## config.mk

```make
export PLATFORM = sky130hd
export DESIGN_NAME = deadline_timer_table_flat
export DESIGN_NICKNAME = d
export VERILOG_FILES = /design/src/hw/rtl/dtt_pkg.sv /design/src/hw/rtl/dtt_if.sv /design/src/hw/rtl/deadline_timer_table.sv /design/src/hw/rtl/dtt_datapath.sv /design/src/hw/rtl/dtt_ctrl.sv /design/src/flat_wrapper.sv
export SDC_FILE = /design/constraint.sdc
export NUM_CORES = 2
export LEC_CHECK = 0
export BUFFER_PORTS_ARGS = -buffer_cell sky130_fd_sc_hd__buf_2
export CAP_MARGIN = 20
export CORE_UTILIZATION = 60
export CTS_CLUSTER_DIAMETER = 120
export DETAILED_ROUTE_END_ITERATION = 7
export GPL_TIMING_DRIVEN = 0
export PLACE_DENSITY_LB_ADDON = 0.15
export SLEW_MARGIN = 0
export SYNTH_ARGS = -nofsm -noshare
export SYNTH_HDL_FRONTEND = slang
export SYNTH_SLANG_ARGS = --single-unit
```

## constraint.sdc

```tcl
create_clock -name i_clk -period 9 [get_ports i_clk]
set_clock_uncertainty 0.15 [all_clocks]
set_input_delay 1.35 -clock i_clk [delete_from_list [all_inputs] [get_ports i_clk]]
set_output_delay 1.35 -clock i_clk [all_outputs]
set_load 0.01 [all_outputs]
```

## src/hw/rtl/dtt_pkg.sv

```systemverilog
// Shared constants, codes and controller/datapath types for the deadline timer table.
`default_nettype none

package dtt_pkg;

    // Default table size and fixed field widths
    localparam int NUM_SLOTS_DEF = 16;
    localparam int SLOT_W        = 4;
    localparam int TIME_W        = 64;
    localparam int PER_W         = 32;
    localparam int FUNC_W        = 3;
    localparam int STAT_W        = 2;

    localparam logic [PER_W-1:0]  WINDOW_RESET = 32'd3600000;
    localparam logic [TIME_W-1:0] ALL_ONES     = 64'hFFFF_FFFF_FFFF_FFFF;

    // Command codes
    localparam logic [FUNC_W-1:0] F_ADD     = 3'd0;
    localparam logic [FUNC_W-1:0] F_CANCEL  = 3'd1;
    localparam logic [FUNC_W-1:0] F_REFRESH = 3'd2;
    localparam logic [FUNC_W-1:0] F_RESET   = 3'd3;
    localparam logic [FUNC_W-1:0] F_NEXT    = 3'd4;
    localparam logic [FUNC_W-1:0] F_EXPIRE  = 3'd5;

    // Result status codes
    localparam logic [STAT_W-1:0] ST_OK    = 2'd0;
    localparam logic [STAT_W-1:0] ST_INACT = 2'd1;
    localparam logic [STAT_W-1:0] ST_FULL  = 2'd2;
    localparam logic [STAT_W-1:0] ST_NONE  = 2'd3;

    // Scan modes: earliest active, earliest due, mark due slots
    localparam logic [1:0] SM_ACT  = 2'd0;
    localparam logic [1:0] SM_DUE  = 2'd1;
    localparam logic [1:0] SM_MARK = 2'd2;

    // Result kinds loaded into the result stage
    localparam logic [2:0] RK_PLAIN = 3'd0;
    localparam logic [2:0] RK_ADDW  = 3'd1;
    localparam logic [2:0] RK_RSTW  = 3'd2;
    localparam logic [2:0] RK_WAIT  = 3'd3;
    localparam logic [2:0] RK_FIRE  = 3'd4;

    // Controller to datapath commands
    typedef struct packed {
        logic              latch;
        logic              do_add;
        logic              do_cancel;
        logic              do_refresh;
        logic              rst_base;
        logic              rst_write;
        logic              clr_pend;
        logic              scan_start;
        logic [1:0]        scan_mode;
        logic              exp_prep;
        logic              exp_roll;
        logic              fire;
        logic              res_load;
        logic [2:0]        res_kind;
        logic [STAT_W-1:0] res_status;
        logic              emit;
    } t_dp_cmd;

    // Datapath to controller status
    typedef struct packed {
        logic              full;
        logic              tgt_valid;
        logic              tgt_active;
        logic              per_same;
        logic              from_now;
        logic              any_active;
        logic              any_due;
        logic              scan_busy;
        logic              out_free;
        logic [FUNC_W-1:0] func;
    } t_dp_st;

endpackage

`default_nettype wire

```

## src/hw/rtl/dtt_if.sv

```systemverilog
// Valid/ready channel interfaces for command words and result words.
`default_nettype none

interface dtt_in_if;
    logic        valid;
    logic        ready;
    logic [2:0]  func;
    logic [63:0] now_ms;
    logic [3:0]  slot_in;
    logic [31:0] period_ms;
    logic        repeat_req;
    logic        from_now;

    modport source (output valid, func, now_ms, slot_in, period_ms, repeat_req, from_now,
                    input ready);
    modport sink   (input valid, func, now_ms, slot_in, period_ms, repeat_req, from_now,
                    output ready);
endinterface

interface dtt_out_if;
    logic        valid;
    logic        ready;
    logic [1:0]  status;
    logic [3:0]  slot_out;
    logic [63:0] wait_ms;
    logic        fired;
    logic        last;
    logic        front_wake;
    logic        any_armed;

    modport source (output valid, status, slot_out, wait_ms, fired, last, front_wake,
                    any_armed, input ready);
    modport sink   (input valid, status, slot_out, wait_ms, fired, last, front_wake,
                    any_armed, output ready);
endinterface

`default_nettype wire

```

## src/hw/rtl/deadline_timer_table.sv

```systemverilog
// Deadline timer table: top level with config register, controller and datapath.
//
// Usage: command words arrive on i_in (valid/ready), each carrying the current time.
// Every command yields one result word on o_out, except an expire that fires
// slots, which yields one word per fired slot in deadline order, the final one
// flagged by last. The rollover window is written through the APB port at
// addresses 0 to 3 (paddr[2] low), only while the block is idle; the block
// does not enforce this, so the user must keep to it. Reads there return it.
// One word is in work at a time. Cancel, refresh and plain error cases run no
// scan; add, a reset that moves a deadline, and next-wait run one scan over
// the slot memory. Expire runs a marking scan and then one scan per fired
// slot. Scans go through the slot memory's single read port, one slot per
// cycle.
// A registered output stage holds a finished word; a stalled receiver only
// holds back the next result, and a new command is taken once the previous
// command has handed over its last word. Reset clears all slots, the wake
// mark and the previous time, and loads the window default of one hour.
`default_nettype none

module deadline_timer_table #(
    parameter int NUM_SLOTS = dtt_pkg::NUM_SLOTS_DEF
) (
    input  logic        i_clk,
    input  logic        i_rst_n,
    dtt_in_if.sink      i_in,
    dtt_out_if.source   o_out,
    input  logic        psel,
    input  logic        penable,
    input  logic        pwrite,
    input  logic [2:0]  paddr,
    input  logic [31:0] pwdata,
    output logic [31:0] prdata,
    output logic        pready
);
    import dtt_pkg::*;

    logic [PER_W-1:0] r_window;
    t_dp_cmd          w_cmd;
    t_dp_st           w_st;
    logic             w_in_ready;

    // Config register
    always_ff @(posedge i_clk) begin
        if (!i_rst_n) begin
            r_window <= WINDOW_RESET;
        end else if (psel && penable && pwrite && paddr[2] == 1'b0) begin
            r_window <= pwdata;
        end
    end

    assign pready = 1'b1;
    assign prdata = (paddr[2] == 1'b0) ? r_window : '0;

    dtt_ctrl u_ctrl (
        .i_clk      (i_clk),
        .i_rst_n    (i_rst_n),
        .i_in_valid (i_in.valid),
        .o_in_ready (w_in_ready),
        .i_st       (w_st),
        .o_cmd      (w_cmd)
    );

    assign i_in.ready = w_in_ready;

    dtt_datapath #(
        .NUM_SLOTS (NUM_SLOTS)
    ) u_dp (
        .i_clk        (i_clk),
        .i_rst_n      (i_rst_n),
        .i_cmd        (w_cmd),
        .o_st         (w_st),
        .i_window     (r_window),
        .i_func       (i_in.func),
        .i_now_ms     (i_in.now_ms),
        .i_slot_in    (i_in.slot_in),
        .i_period_ms  (i_in.period_ms),
        .i_repeat_req (i_in.repeat_req),
        .i_from_now   (i_in.from_now),
        .i_out_ready  (o_out.ready),
        .o_out_valid  (o_out.valid),
        .o_status     (o_out.status),
        .o_slot_out   (o_out.slot_out),
        .o_wait_ms    (o_out.wait_ms),
        .o_fired      (o_out.fired),
        .o_last       (o_out.last),
        .o_front_wake (o_out.front_wake),
        .o_any_armed  (o_out.any_armed)
    );

    // A result is never loaded over one that the receiver has not taken
    a_emit_free: assert property (@(posedge i_clk) disable iff (!i_rst_n)
        w_cmd.emit |-> (!o_out.valid || o_out.ready))
        else $error("result loaded over a pending word");

    // A scan is never restarted while one is running
    a_scan_idle: assert property (@(posedge i_clk) disable iff (!i_rst_n)
        w_cmd.scan_start |-> !w_st.scan_busy)
        else $error("scan restarted while busy");

    // A fired slot reports success and never a front wake
    a_fire_ok: assert property (@(posedge i_clk) disable iff (!i_rst_n)
        (o_out.valid && o_out.fired) |-> (o_out.status == ST_OK && !o_out.front_wake))
        else $error("fired word with bad status or wake");

    // One command in work at a time
    a_one_word: assert property (@(posedge i_clk) disable iff (!i_rst_n)
        (i_in.valid && i_in.ready) |=> !i_in.ready)
        else $error("second command taken while busy");

endmodule

`default_nettype wire

```

## src/hw/rtl/dtt_datapath.sv

```systemverilog
// Timer table datapath: slot storage, scan unit, deadline arithmetic and result register.
`default_nettype none

module dtt_datapath #(
    parameter int NUM_SLOTS = dtt_pkg::NUM_SLOTS_DEF
) (
    input  logic                          i_clk,
    input  logic                          i_rst_n,
    input  dtt_pkg::t_dp_cmd              i_cmd,
    output dtt_pkg::t_dp_st               o_st,
    input  logic [dtt_pkg::PER_W-1:0]     i_window,
    input  logic [dtt_pkg::FUNC_W-1:0]    i_func,
    input  logic [dtt_pkg::TIME_W-1:0]    i_now_ms,
    input  logic [dtt_pkg::SLOT_W-1:0]    i_slot_in,
    input  logic [dtt_pkg::PER_W-1:0]     i_period_ms,
    input  logic                          i_repeat_req,
    input  logic                          i_from_now,
    input  logic                          i_out_ready,
    output logic                          o_out_valid,
    output logic [dtt_pkg::STAT_W-1:0]    o_status,
    output logic [dtt_pkg::SLOT_W-1:0]    o_slot_out,
    output logic [dtt_pkg::TIME_W-1:0]    o_wait_ms,
    output logic                          o_fired,
    output logic                          o_last,
    output logic                          o_front_wake,
    output logic                          o_any_armed
);
    import dtt_pkg::*;

    localparam int SW = (NUM_SLOTS > 1) ? $clog2(NUM_SLOTS) : 1;

    // Latched command word
    logic [FUNC_W-1:0] r_func;
    logic [TIME_W-1:0] r_now;
    logic              r_slot_valid;
    logic [PER_W-1:0]  r_per_in;
    logic              r_rep_in;
    logic              r_fnow;
    logic [SW-1:0]     r_tgt;

    // Slot flags and misc state
    logic [NUM_SLOTS-1:0] r_active;
    logic [NUM_SLOTS-1:0] r_repeat;
    logic [NUM_SLOTS-1:0] r_due;
    logic                 r_pend;
    logic [TIME_W-1:0]    r_prev;

    // Slot memories, one read and one write port, registered read
    logic [PER_W-1:0]  mem_per [NUM_SLOTS];
    logic [TIME_W-1:0] mem_dl  [NUM_SLOTS];
    logic [PER_W-1:0]  r_rd_per;
    logic [TIME_W-1:0] r_rd_dl;

    // Scan unit
    logic              r_scan_on;
    logic [SW-1:0]     r_scan_cnt;
    logic              r_cmp_v;
    logic [SW-1:0]     r_cmp_idx;
    logic [1:0]        r_mode;
    logic              r_best_v;
    logic [SW-1:0]     r_best_idx;
    logic [TIME_W-1:0] r_best_dl;
    logic [PER_W-1:0]  r_best_per;

    // Arithmetic staging
    logic [TIME_W-1:0] r_base;
    logic [TIME_W-1:0] r_pw_diff;
    logic              r_pw_ge;
    logic              r_roll;

    // Result stage and output register
    logic [STAT_W-1:0] r_res_status;
    logic [SLOT_W-1:0] r_res_slot;
    logic [TIME_W-1:0] r_res_wait;
    logic              r_res_fired;
    logic              r_res_last;
    logic              r_res_wake;
    logic              r_o_valid;
    logic [STAT_W-1:0] r_o_status;
    logic [SLOT_W-1:0] r_o_slot;
    logic [TIME_W-1:0] r_o_wait;
    logic              r_o_fired;
    logic              r_o_last;
    logic              r_o_wake;
    logic              r_o_armed;

    logic [SW-1:0]        w_free;
    logic                 w_full;
    logic [SW-1:0]        w_rd_addr;
    logic [SW-1:0]        w_wr_addr;
    logic                 w_wr_per;
    logic                 w_wr_dl;
    logic [PER_W-1:0]     w_per_val;
    logic [TIME_W-1:0]    w_dl_val;
    logic                 w_cand;
    logic                 w_better;
    logic                 w_wake;
    logic [NUM_SLOTS-1:0] w_best_oh;
    logic [TIME_W-1:0]    w_wait;
    logic                 w_out_free;

    // Lowest free slot
    always_comb begin
        w_free = '0;
        for (int i = NUM_SLOTS - 1; i >= 0; i--) begin
            if (!r_active[i]) begin
                w_free = SW'(i);
            end
        end
    end
    assign w_full = &r_active;

    // Memory port addressing and write data
    assign w_rd_addr = r_scan_on ? r_scan_cnt : r_tgt;
    assign w_wr_addr = i_cmd.do_add ? w_free : (i_cmd.fire ? r_best_idx : r_tgt);
    assign w_wr_per  = i_cmd.do_add | i_cmd.rst_write;
    assign w_per_val = r_per_in;
    assign w_wr_dl   = i_cmd.do_add | i_cmd.do_refresh | i_cmd.rst_write
                     | (i_cmd.fire & r_repeat[r_best_idx]);

    always_comb begin
        if (i_cmd.rst_write) begin
            w_dl_val = r_base + {{(TIME_W-PER_W){1'b0}}, r_per_in};
        end else if (i_cmd.do_refresh) begin
            w_dl_val = r_now + {{(TIME_W-PER_W){1'b0}}, r_rd_per};
        end else if (i_cmd.fire) begin
            w_dl_val = r_now + {{(TIME_W-PER_W){1'b0}}, r_best_per};
        end else begin
            w_dl_val = r_now + {{(TIME_W-PER_W){1'b0}}, r_per_in};
        end
    end

    always_ff @(posedge i_clk) begin
        if (w_wr_per) begin
            mem_per[w_wr_addr] <= w_per_val;
        end
        if (w_wr_dl) begin
            mem_dl[w_wr_addr] <= w_dl_val;
        end
        r_rd_per <= mem_per[w_rd_addr];
        r_rd_dl  <= mem_dl[w_rd_addr];
    end

    // Scan compare
    assign w_cand    = (r_mode == SM_ACT) ? r_active[r_cmp_idx] : r_due[r_cmp_idx];
    assign w_better  = !r_best_v || (r_rd_dl < r_best_dl);
    assign w_best_oh = {{(NUM_SLOTS-1){1'b0}}, 1'b1} << r_best_idx;
    assign w_wake    = r_best_v && (r_best_idx == r_tgt) && !r_pend;
    assign w_wait    = !r_best_v ? ALL_ONES
                     : ((r_now >= r_best_dl) ? '0 : r_best_dl - r_now);

    // Scan control
    always_ff @(posedge i_clk) begin
        if (!i_rst_n) begin
            r_scan_on <= 1'b0;
            r_cmp_v   <= 1'b0;
            r_best_v  <= 1'b0;
        end else begin
            r_cmp_v <= r_scan_on;
            if (i_cmd.scan_start) begin
                r_scan_on <= 1'b1;
                r_best_v  <= 1'b0;
            end else if (r_scan_on && r_scan_cnt == SW'(NUM_SLOTS - 1)) begin
                r_scan_on <= 1'b0;
            end
            if (r_cmp_v && r_mode != SM_MARK && w_cand && w_better) begin
                r_best_v <= 1'b1;
            end
        end
    end

    always_ff @(posedge i_clk) begin
        r_cmp_idx <= r_scan_cnt;
        if (i_cmd.scan_start) begin
            r_scan_cnt <= '0;
            r_mode     <= i_cmd.scan_mode;
        end else if (r_scan_on) begin
            r_scan_cnt <= r_scan_cnt + 1'b1;
        end
        if (r_cmp_v && r_mode != SM_MARK && w_cand && w_better) begin
            r_best_idx <= r_cmp_idx;
            r_best_dl  <= r_rd_dl;
            r_best_per <= r_rd_per;
        end
    end

    // Command latch and staging arithmetic
    always_ff @(posedge i_clk) begin
        if (i_cmd.latch) begin
            r_func       <= i_func;
            r_now        <= i_now_ms;
            r_slot_valid <= ({{(32-SLOT_W){1'b0}}, i_slot_in} < 32'(NUM_SLOTS));
            r_tgt        <= SW'(i_slot_in);
            r_per_in     <= i_period_ms;
            r_rep_in     <= i_repeat_req;
            r_fnow       <= i_from_now;
        end else if (i_cmd.do_add) begin
            r_tgt <= w_free;
        end
        if (i_cmd.rst_base) begin
            r_base <= r_fnow ? r_now : r_rd_dl - {{(TIME_W-PER_W){1'b0}}, r_rd_per};
        end
        if (i_cmd.exp_prep) begin
            r_pw_ge   <= r_prev >= {{(TIME_W-PER_W){1'b0}}, i_window};
            r_pw_diff <= r_prev - {{(TIME_W-PER_W){1'b0}}, i_window};
        end
        if (i_cmd.exp_roll) begin
            r_roll <= r_pw_ge && (r_now < r_pw_diff);
        end
    end

    // Slot flags, wake mark and previous time
    always_ff @(posedge i_clk) begin
        if (!i_rst_n) begin
            r_active <= '0;
            r_repeat <= '0;
            r_due    <= '0;
            r_pend   <= 1'b0;
            r_prev   <= '0;
        end else begin
            if (i_cmd.latch) begin
                r_due <= '0;
            end
            if (i_cmd.do_add) begin
                r_active[w_free] <= 1'b1;
                r_repeat[w_free] <= r_rep_in;
            end
            if (i_cmd.do_cancel) begin
                r_active[r_tgt] <= 1'b0;
            end
            if (r_cmp_v && r_mode == SM_MARK) begin
                r_due[r_cmp_idx] <= r_active[r_cmp_idx] & (r_roll | (r_rd_dl <= r_now));
            end
            if (i_cmd.fire) begin
                r_due[r_best_idx] <= 1'b0;
                if (!r_repeat[r_best_idx]) begin
                    r_active[r_best_idx] <= 1'b0;
                end
            end
            if (i_cmd.clr_pend) begin
                r_pend <= 1'b0;
            end else if (i_cmd.res_load && w_wake
                         && (i_cmd.res_kind == RK_ADDW || i_cmd.res_kind == RK_RSTW)) begin
                r_pend <= 1'b1;
            end
            if (i_cmd.exp_roll) begin
                r_prev <= r_now;
            end
        end
    end

    // Result stage
    always_ff @(posedge i_clk) begin
        if (i_cmd.res_load) begin
            r_res_status <= ST_OK;
            r_res_slot   <= '0;
            r_res_wait   <= '0;
            r_res_fired  <= 1'b0;
            r_res_last   <= 1'b1;
            r_res_wake   <= 1'b0;
            case (i_cmd.res_kind)
                RK_ADDW: begin
                    r_res_slot <= SLOT_W'(r_tgt);
                    r_res_wake <= w_wake;
                end
                RK_RSTW: begin
                    r_res_wake <= w_wake;
                end
                RK_WAIT: begin
                    r_res_wait <= w_wait;
                end
                RK_FIRE: begin
                    r_res_slot  <= SLOT_W'(r_best_idx);
                    r_res_fired <= 1'b1;
                    r_res_last  <= ~|(r_due & ~w_best_oh);
                end
                default: begin
                    r_res_status <= i_cmd.res_status;
                end
            endcase
        end
    end

    // Output register
    assign w_out_free = !r_o_valid || i_out_ready;

    always_ff @(posedge i_clk) begin
        if (!i_rst_n) begin
            r_o_valid <= 1'b0;
        end else if (i_cmd.emit) begin
            r_o_valid <= 1'b1;
        end else if (i_out_ready) begin
            r_o_valid <= 1'b0;
        end
    end

    always_ff @(posedge i_clk) begin
        if (i_cmd.emit) begin
            r_o_status <= r_res_status;
            r_o_slot   <= r_res_slot;
            r_o_wait   <= r_res_wait;
            r_o_fired  <= r_res_fired;
            r_o_last   <= r_res_last;
            r_o_wake   <= r_res_wake;
            r_o_armed  <= |(r_active & ~(r_due & ~r_repeat));
        end
    end

    assign o_out_valid  = r_o_valid;
    assign o_status     = r_o_status;
    assign o_slot_out   = r_o_slot;
    assign o_wait_ms    = r_o_wait;
    assign o_fired      = r_o_fired;
    assign o_last       = r_o_last;
    assign o_front_wake = r_o_wake;
    assign o_any_armed  = r_o_armed;

    // Status to controller
    always_comb begin
        o_st            = '0;
        o_st.full       = w_full;
        o_st.tgt_valid  = r_slot_valid;
        o_st.tgt_active = r_slot_valid & r_active[r_tgt];
        o_st.per_same   = (r_rd_per == r_per_in);
        o_st.from_now   = r_fnow;
        o_st.any_active = |r_active;
        o_st.any_due    = |r_due;
        o_st.scan_busy  = r_scan_on | r_cmp_v;
        o_st.out_free   = w_out_free;
        o_st.func       = r_func;
    end

endmodule

`default_nettype wire

```

## src/hw/rtl/dtt_ctrl.sv

```systemverilog
// Timer table controller: sequences each command word through the datapath.
`default_nettype none

module dtt_ctrl (
    input  logic             i_clk,
    input  logic             i_rst_n,
    input  logic             i_in_valid,
    output logic             o_in_ready,
    input  dtt_pkg::t_dp_st  i_st,
    output dtt_pkg::t_dp_cmd o_cmd
);
    import dtt_pkg::*;

    localparam logic [3:0] S_IDLE  = 4'd0;
    localparam logic [3:0] S_DEC   = 4'd1;
    localparam logic [3:0] S_REF1  = 4'd2;
    localparam logic [3:0] S_RST1  = 4'd3;
    localparam logic [3:0] S_RST2  = 4'd4;
    localparam logic [3:0] S_WSCAN = 4'd5;
    localparam logic [3:0] S_WAKE  = 4'd6;
    localparam logic [3:0] S_NSCAN = 4'd7;
    localparam logic [3:0] S_NW    = 4'd8;
    localparam logic [3:0] S_EXP1  = 4'd9;
    localparam logic [3:0] S_MSCAN = 4'd10;
    localparam logic [3:0] S_EXP2  = 4'd11;
    localparam logic [3:0] S_FSCAN = 4'd12;
    localparam logic [3:0] S_FIRE  = 4'd13;
    localparam logic [3:0] S_EMIT  = 4'd14;
    localparam logic [3:0] S_EMITF = 4'd15;

    logic [3:0] r_state;
    logic [3:0] n_state;

    always_ff @(posedge i_clk) begin
        if (!i_rst_n) begin
            r_state <= S_IDLE;
        end else begin
            r_state <= n_state;
        end
    end

    always_comb begin
        n_state    = r_state;
        o_cmd      = '0;
        o_in_ready = 1'b0;
        unique case (r_state)
            S_IDLE: begin
                o_in_ready = 1'b1;
                if (i_in_valid) begin
                    o_cmd.latch = 1'b1;
                    n_state     = S_DEC;
                end
            end
            S_DEC: begin
                case (i_st.func)
                    F_ADD: begin
                        if (i_st.full) begin
                            o_cmd.res_load   = 1'b1;
                            o_cmd.res_status = ST_FULL;
                            n_state          = S_EMIT;
                        end else begin
                            o_cmd.do_add     = 1'b1;
                            o_cmd.scan_start = 1'b1;
                            o_cmd.scan_mode  = SM_ACT;
                            n_state          = S_WSCAN;
                        end
                    end
                    F_CANCEL: begin
                        o_cmd.res_load   = 1'b1;
                        o_cmd.do_cancel  = i_st.tgt_active;
                        o_cmd.res_status = i_st.tgt_active ? ST_OK : ST_INACT;
                        n_state          = S_EMIT;
                    end
                    F_REFRESH: begin
                        if (i_st.tgt_active) begin
                            n_state = S_REF1;
                        end else begin
                            o_cmd.res_load   = 1'b1;
                            o_cmd.res_status = ST_INACT;
                            n_state          = S_EMIT;
                        end
                    end
                    F_RESET: begin
                        if (i_st.tgt_valid) begin
                            n_state = S_RST1;
                        end else begin
                            o_cmd.res_load   = 1'b1;
                            o_cmd.res_status = ST_INACT;
                            n_state          = S_EMIT;
                        end
                    end
                    F_NEXT: begin
                        o_cmd.clr_pend   = 1'b1;
                        o_cmd.scan_start = 1'b1;
                        o_cmd.scan_mode  = SM_ACT;
                        n_state          = S_NSCAN;
                    end
                    F_EXPIRE: begin
                        if (i_st.any_active) begin
                            o_cmd.exp_prep = 1'b1;
                            n_state        = S_EXP1;
                        end else begin
                            o_cmd.res_load   = 1'b1;
                            o_cmd.res_status = ST_NONE;
                            n_state          = S_EMIT;
                        end
                    end
                    default: begin
                        o_cmd.res_load   = 1'b1;
                        o_cmd.res_status = ST_OK;
                        n_state          = S_EMIT;
                    end
                endcase
            end
            S_REF1: begin
                o_cmd.do_refresh = 1'b1;
                o_cmd.res_load   = 1'b1;
                o_cmd.res_status = ST_OK;
                n_state          = S_EMIT;
            end
            S_RST1: begin
                if (i_st.per_same && !i_st.from_now) begin
                    o_cmd.res_load   = 1'b1;
                    o_cmd.res_status = ST_OK;
                    n_state          = S_EMIT;
                end else if (!i_st.tgt_active) begin
                    o_cmd.res_load   = 1'b1;
                    o_cmd.res_status = ST_INACT;
                    n_state          = S_EMIT;
                end else begin
                    o_cmd.rst_base = 1'b1;
                    n_state        = S_RST2;
                end
            end
            S_RST2: begin
                o_cmd.rst_write  = 1'b1;
                o_cmd.scan_start = 1'b1;
                o_cmd.scan_mode  = SM_ACT;
                n_state          = S_WSCAN;
            end
            S_WSCAN: begin
                if (!i_st.scan_busy) begin
                    n_state = S_WAKE;
                end
            end
            S_WAKE: begin
                o_cmd.res_load = 1'b1;
                o_cmd.res_kind = (i_st.func == F_ADD) ? RK_ADDW : RK_RSTW;
                n_state        = S_EMIT;
            end
            S_NSCAN: begin
                if (!i_st.scan_busy) begin
                    n_state = S_NW;
                end
            end
            S_NW: begin
                o_cmd.res_load = 1'b1;
                o_cmd.res_kind = RK_WAIT;
                n_state        = S_EMIT;
            end
            S_EXP1: begin
                o_cmd.exp_roll   = 1'b1;
                o_cmd.scan_start = 1'b1;
                o_cmd.scan_mode  = SM_MARK;
                n_state          = S_MSCAN;
            end
            S_MSCAN: begin
                if (!i_st.scan_busy) begin
                    n_state = S_EXP2;
                end
            end
            S_EXP2: begin
                if (i_st.any_due) begin
                    o_cmd.scan_start = 1'b1;
                    o_cmd.scan_mode  = SM_DUE;
                    n_state          = S_FSCAN;
                end else begin
                    o_cmd.res_load   = 1'b1;
                    o_cmd.res_status = ST_NONE;
                    n_state          = S_EMIT;
                end
            end
            S_FSCAN: begin
                if (!i_st.scan_busy) begin
                    n_state = S_FIRE;
                end
            end
            S_FIRE: begin
                o_cmd.fire     = 1'b1;
                o_cmd.res_load = 1'b1;
                o_cmd.res_kind = RK_FIRE;
                n_state        = S_EMITF;
            end
            S_EMIT: begin
                if (i_st.out_free) begin
                    o_cmd.emit = 1'b1;
                    n_state    = S_IDLE;
                end
            end
            S_EMITF: begin
                if (i_st.out_free) begin
                    o_cmd.emit = 1'b1;
                    if (i_st.any_due) begin
                        o_cmd.scan_start = 1'b1;
                        o_cmd.scan_mode  = SM_DUE;
                        n_state          = S_FSCAN;
                    end else begin
                        n_state = S_IDLE;
                    end
                end
            end
            default: begin
                n_state = S_IDLE;
            end
        endcase
    end

endmodule

`default_nettype wire

```

## src/flat_wrapper.sv

```systemverilog
// flat-port wrapper written by rule: the top's interface ports become plain ports
module deadline_timer_table_flat import dtt_pkg::*;
#(
    parameter int NUM_SLOTS = dtt_pkg::NUM_SLOTS_DEF
)
  (i_clk, i_rst_n, psel, penable, pwrite, paddr, pwdata, prdata, pready, i_in_valid, i_in_func, i_in_now_ms, i_in_slot_in, i_in_period_ms, i_in_repeat_req, i_in_from_now, i_in_ready, o_out_valid, o_out_status, o_out_slot_out, o_out_wait_ms, o_out_fired, o_out_last, o_out_front_wake, o_out_any_armed, o_out_ready);
  dtt_in_if i_in_i ();
  dtt_out_if o_out_i ();
  input  logic i_clk;
  input  logic i_rst_n;
  input  logic psel;
  input  logic penable;
  input  logic pwrite;
  input  logic [2:0] paddr;
  input  logic [31:0] pwdata;
  output logic [31:0] prdata;
  output logic pready;
  input wire logic [$bits(i_in_i.valid)-1:0] i_in_valid;
  input wire logic [$bits(i_in_i.func)-1:0] i_in_func;
  input wire logic [$bits(i_in_i.now_ms)-1:0] i_in_now_ms;
  input wire logic [$bits(i_in_i.slot_in)-1:0] i_in_slot_in;
  input wire logic [$bits(i_in_i.period_ms)-1:0] i_in_period_ms;
  input wire logic [$bits(i_in_i.repeat_req)-1:0] i_in_repeat_req;
  input wire logic [$bits(i_in_i.from_now)-1:0] i_in_from_now;
  output wire logic [$bits(i_in_i.ready)-1:0] i_in_ready;
  output wire logic [$bits(o_out_i.valid)-1:0] o_out_valid;
  output wire logic [$bits(o_out_i.status)-1:0] o_out_status;
  output wire logic [$bits(o_out_i.slot_out)-1:0] o_out_slot_out;
  output wire logic [$bits(o_out_i.wait_ms)-1:0] o_out_wait_ms;
  output wire logic [$bits(o_out_i.fired)-1:0] o_out_fired;
  output wire logic [$bits(o_out_i.last)-1:0] o_out_last;
  output wire logic [$bits(o_out_i.front_wake)-1:0] o_out_front_wake;
  output wire logic [$bits(o_out_i.any_armed)-1:0] o_out_any_armed;
  input wire logic [$bits(o_out_i.ready)-1:0] o_out_ready;
  assign i_in_i.valid = i_in_valid;
  assign i_in_i.func = i_in_func;
  assign i_in_i.now_ms = i_in_now_ms;
  assign i_in_i.slot_in = i_in_slot_in;
  assign i_in_i.period_ms = i_in_period_ms;
  assign i_in_i.repeat_req = i_in_repeat_req;
  assign i_in_i.from_now = i_in_from_now;
  assign i_in_ready = i_in_i.ready;
  assign o_out_valid = o_out_i.valid;
  assign o_out_status = o_out_i.status;
  assign o_out_slot_out = o_out_i.slot_out;
  assign o_out_wait_ms = o_out_i.wait_ms;
  assign o_out_fired = o_out_i.fired;
  assign o_out_last = o_out_i.last;
  assign o_out_front_wake = o_out_i.front_wake;
  assign o_out_any_armed = o_out_i.any_armed;
  assign o_out_i.ready = o_out_ready;
  deadline_timer_table #(.NUM_SLOTS(NUM_SLOTS)) u_core (.i_clk(i_clk), .i_rst_n(i_rst_n), .i_in(i_in_i), .o_out(o_out_i), .psel(psel), .penable(penable), .pwrite(pwrite), .paddr(paddr), .pwdata(pwdata), .prdata(prdata), .pready(pready));
endmodule
```

# Word-level counts from Yosys, hierarchy flattened
# Memories as Yosys holds them, arrays and structs flattened. A register that Yosys moved wholly into a read port is not among the register bits.
# Index checks and enable logic that the tools add are counted.
# Widths: inputs -> output; s select.
# op_classes
magnitude_cmp,13
mul,0
muxes,128
n_bitwise,22
n_shift,1
eq_ne,36
n_addsub,8
n_reduce_logical,47
div_mod_pow,0
# ops
op,n
$mux 64,6
$add 64x32->64,4
$mux 16,11
$mux 4,33
$lt 64x64->1,2
$sub 64x32->64,2
$and 16x16->16,6
$not 16->16,5
$ge 64x32->1,1
$ge 64x64->1,1
$le 64x64->1,1
$reduce_or 16->1,4
$sub 64x64->64,1
$pmux 4 s14,1
$mux 1,47
$eq 4x4->1 const B,9
$bwmux 16,2
$eq 32x32->1,1
$mux 32,1
$lt 4x5->1 const B,4
$pmux 4 s5,1
$logic_and 1x1->1,18
$bmux 1 s4,4
$demux 1 s4,4
other kinds (35),86
# totals
output_inout_bits,109
romBits,0
ram_bits,1536
latchBits,0
n_memories,2
inputBits,147
register_bits,645
# memory_table
name,depth,width,rd,rd_clocked_by_memory_dff,wr,line_no,text
u_core.u_dp.mem_dl,16,64,1,1,1,dtt_datapath.sv:50,logic [TIME_W-1:0] mem_dl [NUM_SLOTS];
u_core.u_dp.mem_per,16,32,1,1,1,dtt_datapath.sv:49,logic [PER_W-1:0] mem_per [NUM_SLOTS];

# Longest topological paths before layout
# logic_depth
ltp_word,29
mapped_depth,21

# By module
# Synthesis repeated with hierarchy kept, for this count alone.
# unflattened
hier_cells,7309
hier_area_um2,104008.5
# modules_own_cells
module,cells_each,instances,area_each_um2,seq_area_each_um2
dtt_datapath,6991,1,101551.1,65082.4
deadline_timer_table,177,1,1592.8,640.6
dtt_ctrl,141,1,864.6,80.1

# Worst setup path after synthesis
# OpenSTA, ideal clock, no wires.
# synth_timing
path_kind,flip-flop to flip-flop
startpoint,reg u_core.u_dp.r_best_dl[57]
endpoint,"reg u_core.u_dp.r_best_dl[0], enable pin"
path_stages_with_launch,13
slack_ns,1.913
arrival_time_ns,6.365
cell_sequence,edfxtp_1 -> inv_1 -> ha_1 -> a21o_1 -> a21o_1 -> a21o_1 -> a21oi_1 -> nor2b_1 -> o21ai_0 -> nand2b_1 -> a221o_1 -> a21oi_1 -> nor2b_1
# synth_between
elab_chain_len,3
# synth_rtl
item,line_no,text
start: declaration,dtt_datapath.sv:62,logic [TIME_W-1:0] r_best_dl;
start signal: assignment,dtt_datapath.sv:182,r_best_dl <= r_rd_dl;
$lt 64x64->1,dtt_datapath.sv:146,assign w_better = !r_best_v || (r_rd_dl < r_best_dl);
$logic_or 1x1->1,dtt_datapath.sv:146,
$logic_and 1x1->1,dtt_datapath.sv:180,if (r_cmp_v && r_mode != SM_MARK && w_cand && w_better) begin
# Every way passes these cells.
# A chain may end at the register's enable or synchronous reset.

# Worst setup path in the final report
# layout_timing
startpoint,reg u_core.u_ctrl.r_state[3]
endpoint,mem u_core.u_dp.mem_dl[4][53] (data pin)
# layout_between
elab_chain_len,5
word_cells_on_any_way,9
classes_between,eq/ne (3); mux (6)
# layout_rtl
item,line_no,text
start: declaration,dtt_ctrl.sv:31,logic [3:0] r_state;
start signal: assignment,dtt_ctrl.sv:38,r_state <= n_state;
$eq 4x4->1,dtt_ctrl.sv:46,unique case (r_state)
$mux 1,dtt_ctrl.sv:46,
$mux 64,dtt_datapath.sv:126,end else if (i_cmd.fire) begin
$mux 64,dtt_datapath.sv:124,end else if (i_cmd.do_refresh) begin
$mux 64 *,dtt_datapath.sv:122,if (i_cmd.rst_write) begin
via u_core.u_dp.w_dl_val[53],dtt_datapath.sv:94,logic [TIME_W-1:0] w_dl_val;
end: declaration,dtt_datapath.sv:50,
# Mark *: on every way through the listed nets, which the timed path passes. The rest lies on a longest branch.

==> flow_metrics.py <==
metrics = {
    "finish": {
        "largest_register_ffs": 1024,
        "drive_above_1_share_pct": 15.32,
        "top_regs": "u_core.u_dp.mem_dl x1024, u_core.u_dp.mem_per x512",
        "final_cell_mix": "edfxtp_1 (2020), nand2_1 (774), mux4_2 (403), ha_1 (383), inv_1 (358)",
        "final_common_cell": "edfxtp_1",
        "nets": 8516,
        "fin_util_pct": 68.65,
        "design_area_sq_mm": 0.1176,
        "syn_to_final_growth_pct": 13.74,
        "largest-register": "u_core.u_dp.mem_dl",
    },
    "cts": {
        "cts_resized": 0,
        "numCtsBuffers": 218,
        "cts_buffer_depth": 3,
        "cts_root_buf": "clkbuf_16",
        "clk_pin_slew_worst_paths_ns": 0.07,
        "insertion_delay_ns": 0.92,
        "postCtsSetupBuffers": 0,
        "cts_sinks": 2277,
        "htreeDepth": 4,
        "ctsHoldBuffers": 0,
        "cts_tree": "yes",
    },
    "synthesis": {
        "netlist_area_sq_mm": 0.1034,
        "synth_largest_area_cell": "edfxtp_1",
        "synth_enable_flop_cells": 2020,
        "synth_warnings": 0,
        "ys_seq_elements": 2277,
        "synth_cell_types": 76,
        "synth_ff_type": "edfxtp_1",
        "synthTopCellsByArea": "edfxtp_1 (59%), mux4_2 (8.8%), dfxtp_1 (5.0%)",
        "synth_top_area_share_pct": 58.65,
        "synth-async-reset-ratio_pct": 0,
        "seq_area_frac_synth_pct": 63.62,
        "netlist_instances": 7360,
        "syn-num-nets": 7895,
        "synth.avg_cell_area_sq_um": 14.05,
    },
    "global_routing": {
        "grt_pass1_wl_um": 440000,
        "grt_overflow_total": 0,
        "grt_max_degree": 65,
        "grt_pass1_vias": 65977,
        "antenna_found_initial": 16,
        "grtUsageTotal_pct": 34.92,
    },
    "die": {
        "die_h_um": 417.2,
        "start_util_pct": 60.36,
        "num_io_pins": 256,
        "die_area_sq_mm": 0.1740,
        "core_area_sq_mm": 0.1714,
        "rows": 152,
        "die_x_um": 417.2,
    },
    "placement": {
        "placed_cell_area_sq_mm": 0.1100,
        "port_buffers": 250,
        "place_congestion": 0.9899,
        "place_ws_ns": 1.390,
        "dp_hpwl_um": 220300,
    },
    "setup_path": {
        "reg2reg_to": "u_core.u_dp.mem_dl[4][53]$_DFFE_PP_",
        "path_max_fanout": 16,
        "r2r_setup_slack_ns": 1.62,
        "worstReg2RegStart": "u_core.u_ctrl.r_state[3]$_SDFFE_PN0P_",
        "startpoint_type": "register",
        "crit_arrival_ns": 7.86,
        "cp.required_ns": 9.48,
        "endpoint_kind": "register",
        "r2r_cells": 20,
        "worstSetupPathType": "reg -> reg",
    },
    "sta": {
        "tightest_slew_ns": 1.215,
        "tns_ns": 0,
        "finalCriticalPeriod_ns": 7.383,
        "max_freq_mhz": 135.4,
        "finalMaxSlewViolations": 0,
        "slew_headroom_pct": 19.03,
        "finalSetupViolCount": 0,
        "rsz0062_at_grt": "no",
        "hold_violations": 0,
        "setup_slack_ns": 1.617,
        "min_period_over_period_pct": 82.03,
    },
    "worst_hold_path": {
        "hold-path-endpoint": "u_core.u_dp.o_wait_ms[52]$_DFFE_PP_",
        "worstHoldPathCells": 0,
        "hp-start": "u_core.u_dp.r_res_wait[52]$_SDFFCE_PP0P_",
        "hp-class": "reg -> reg",
    },
    "job": {
        "max-cap-violations": 0,
    },
    "power_and_ir_drop": {
        "p_per_area_mw_per_mm2": 328.4,
        "p_leak_nw": 41.48,
        "ir_drop_mv": 0.2061,
    },
    "route": {
        "dr.pass1.iters": 6,
        "drt_iter0_markers": 7881,
        "wl_per_cell_um": 29.02,
        "postRouteAntennaNets": 0,
        "drc": 0,
        "routed_via_density": 6.466,
        "routed_wl_um": 304400,
        "vias": 67814,
    },
    "run_status": {
        "outcome": "completed",
    },
}
## cell usage after synthesis, types with 31 or more instances
library cell / count
or3_1: 35
nor2b_1: 53
o21bai_1: 33
mux4_2: 403
edfxtp_1: 2020
nand3_1: 108
ha_1: 383
a31oi_1: 121
mux2i_1: 75
xor2_1: 135
a21o_1: 188
nand4_1: 90
nor4_1: 40
buf_1: 62
clkbuf_1: 267
and2_1: 110
a211oi_1: 125
nand2_1: 774
o21a_1: 46
nor3_1: 93
inv_1: 358
dfxtp_1: 257
o211ai_1: 31
nand2b_1: 51
o21ai_0: 322
xnor2_1: 180
a21oi_1: 312
a21boi_0: 108
nor2_1: 296
and3_1: 35
## area by class of cell
class                      count  area, sq um
clock inverter               123         1375
fill                       11550        53710
clock buffer                 290         5991
buffer                       330         1249
sequential                  2277        65800
tap                         2310         2890
inverter                     359         1348
multi-input combinational   4394        35420
timing repair buffer         401         3557
antenna                        4        10.01
## through the flow
step	hold slack [ns]	std cells	total power [mW]
final	0.2376	10488	38.63
after global routing	0.2547	10484	40.10
after CTS	0.2386	10457	38.26
after detailed placement	0.2545	10044	28.87
after global placement	0.2466	9920	28.05
after floorplan	0.2256	7360	23.46
## layer usage
layer | part of all wire, % | global-route usage [%] | up-vias
li1 | - | - | 29327
met1 | 40 | 50.29 | 33826
met2 | 45 | 52.92 | 4071
met3 | 11 | 7.399 | 580
met4 | 3.8 | 12.52 | 10
met5 | 0.061 | 0 | -
## power breakdown
group	switching [mW]	total [mW]	leakage, nW	internal [mW]
clock	4.11	9.37	3.59	5.26
combinational	8.60	13.6	17.5	4.99
sequential	1.38	15.7	20.4	14.3
total	14.1	38.6	41.5	24.5
## worst max-delay path, cell delays in order (launching register included)
cell	delay [ns]
dfxtp_1	0.36
clkbuf_1	0.38
nand3_1	0.29
inv_2	0.30
buf_1	0.61
buf_1	0.94
mux2i_1	0.30
o21ai_0	0.18
ha_1	0.47
o21a_1	0.15
nor2_1	0.05
o31ai_1	0.24
a21oi_1	0.15
o21ai_0	0.54
a221o_1	0.49
nor2b_1	0.18
clkbuf_1	0.45
nand4_1	0.20
xnor2_1	0.27
a21oi_1	0.18
buf_6	0.25
## logic make-up (layout without fill, tap and decap cells)
kind of cell | count (synthesis) | count (layout) | share of synthesized area, %
buffers and inverters | 689 | 1503 | 2.504
and+or+nand+nor | 1776 | 1776 | 8.058
AOI/OAI and AO/OA | 1429 | 1429 | 8.836
xor gates and xnor gates | 315 | 315 | 2.667
other | 1 | 5 | 0.003626
adders and majority gates | 388 | 388 | 4.730
DFF | 2277 | 2277 | 63.62
muxes | 485 | 485 | 9.578
## how the worst max path moves through the flow
| stage | from | to | depth (start not counted) | slack (ns) |
|---|---|---|---|---|
| 6_report | u_core.u_ctrl.r_state[3]$_SDFFE_PN0P_ | u_core.u_dp.mem_dl[4][53]$_DFFE_PP_ | 20 | 1.62 |
| 5_1_grt | u_core.u_ctrl.r_state[3]$_SDFFE_PN0P_ | u_core.u_dp.mem_dl[13][61]$_DFFE_PP_ | 20 | 1.42 |
| 4_1_cts | u_core.u_ctrl.r_state[3]$_SDFFE_PN0P_ | u_core.u_dp.mem_dl[4][40]$_DFFE_PP_ | 21 | 1.41 |
| 3_5_place_dp | u_core.u_ctrl.r_state[3]$_SDFFE_PN0P_ | u_core.u_dp.mem_dl[14][40]$_DFFE_PP_ | 21 | 1.39 |
| 3_3_place_gp | u_core.u_dp.r_rd_dl[33]$_DFF_P_ | u_core.u_dp.r_best_dl[43]$_DFFE_PP_ | 12 | -1.94 |
| 2_1_floorplan | u_core.u_dp.r_best_dl[57]$_DFFE_PP_ | u_core.u_dp.r_best_dl[0]$_DFFE_PP_ | 12 | 1.91 |
Power figures use the tool's default switching activity.
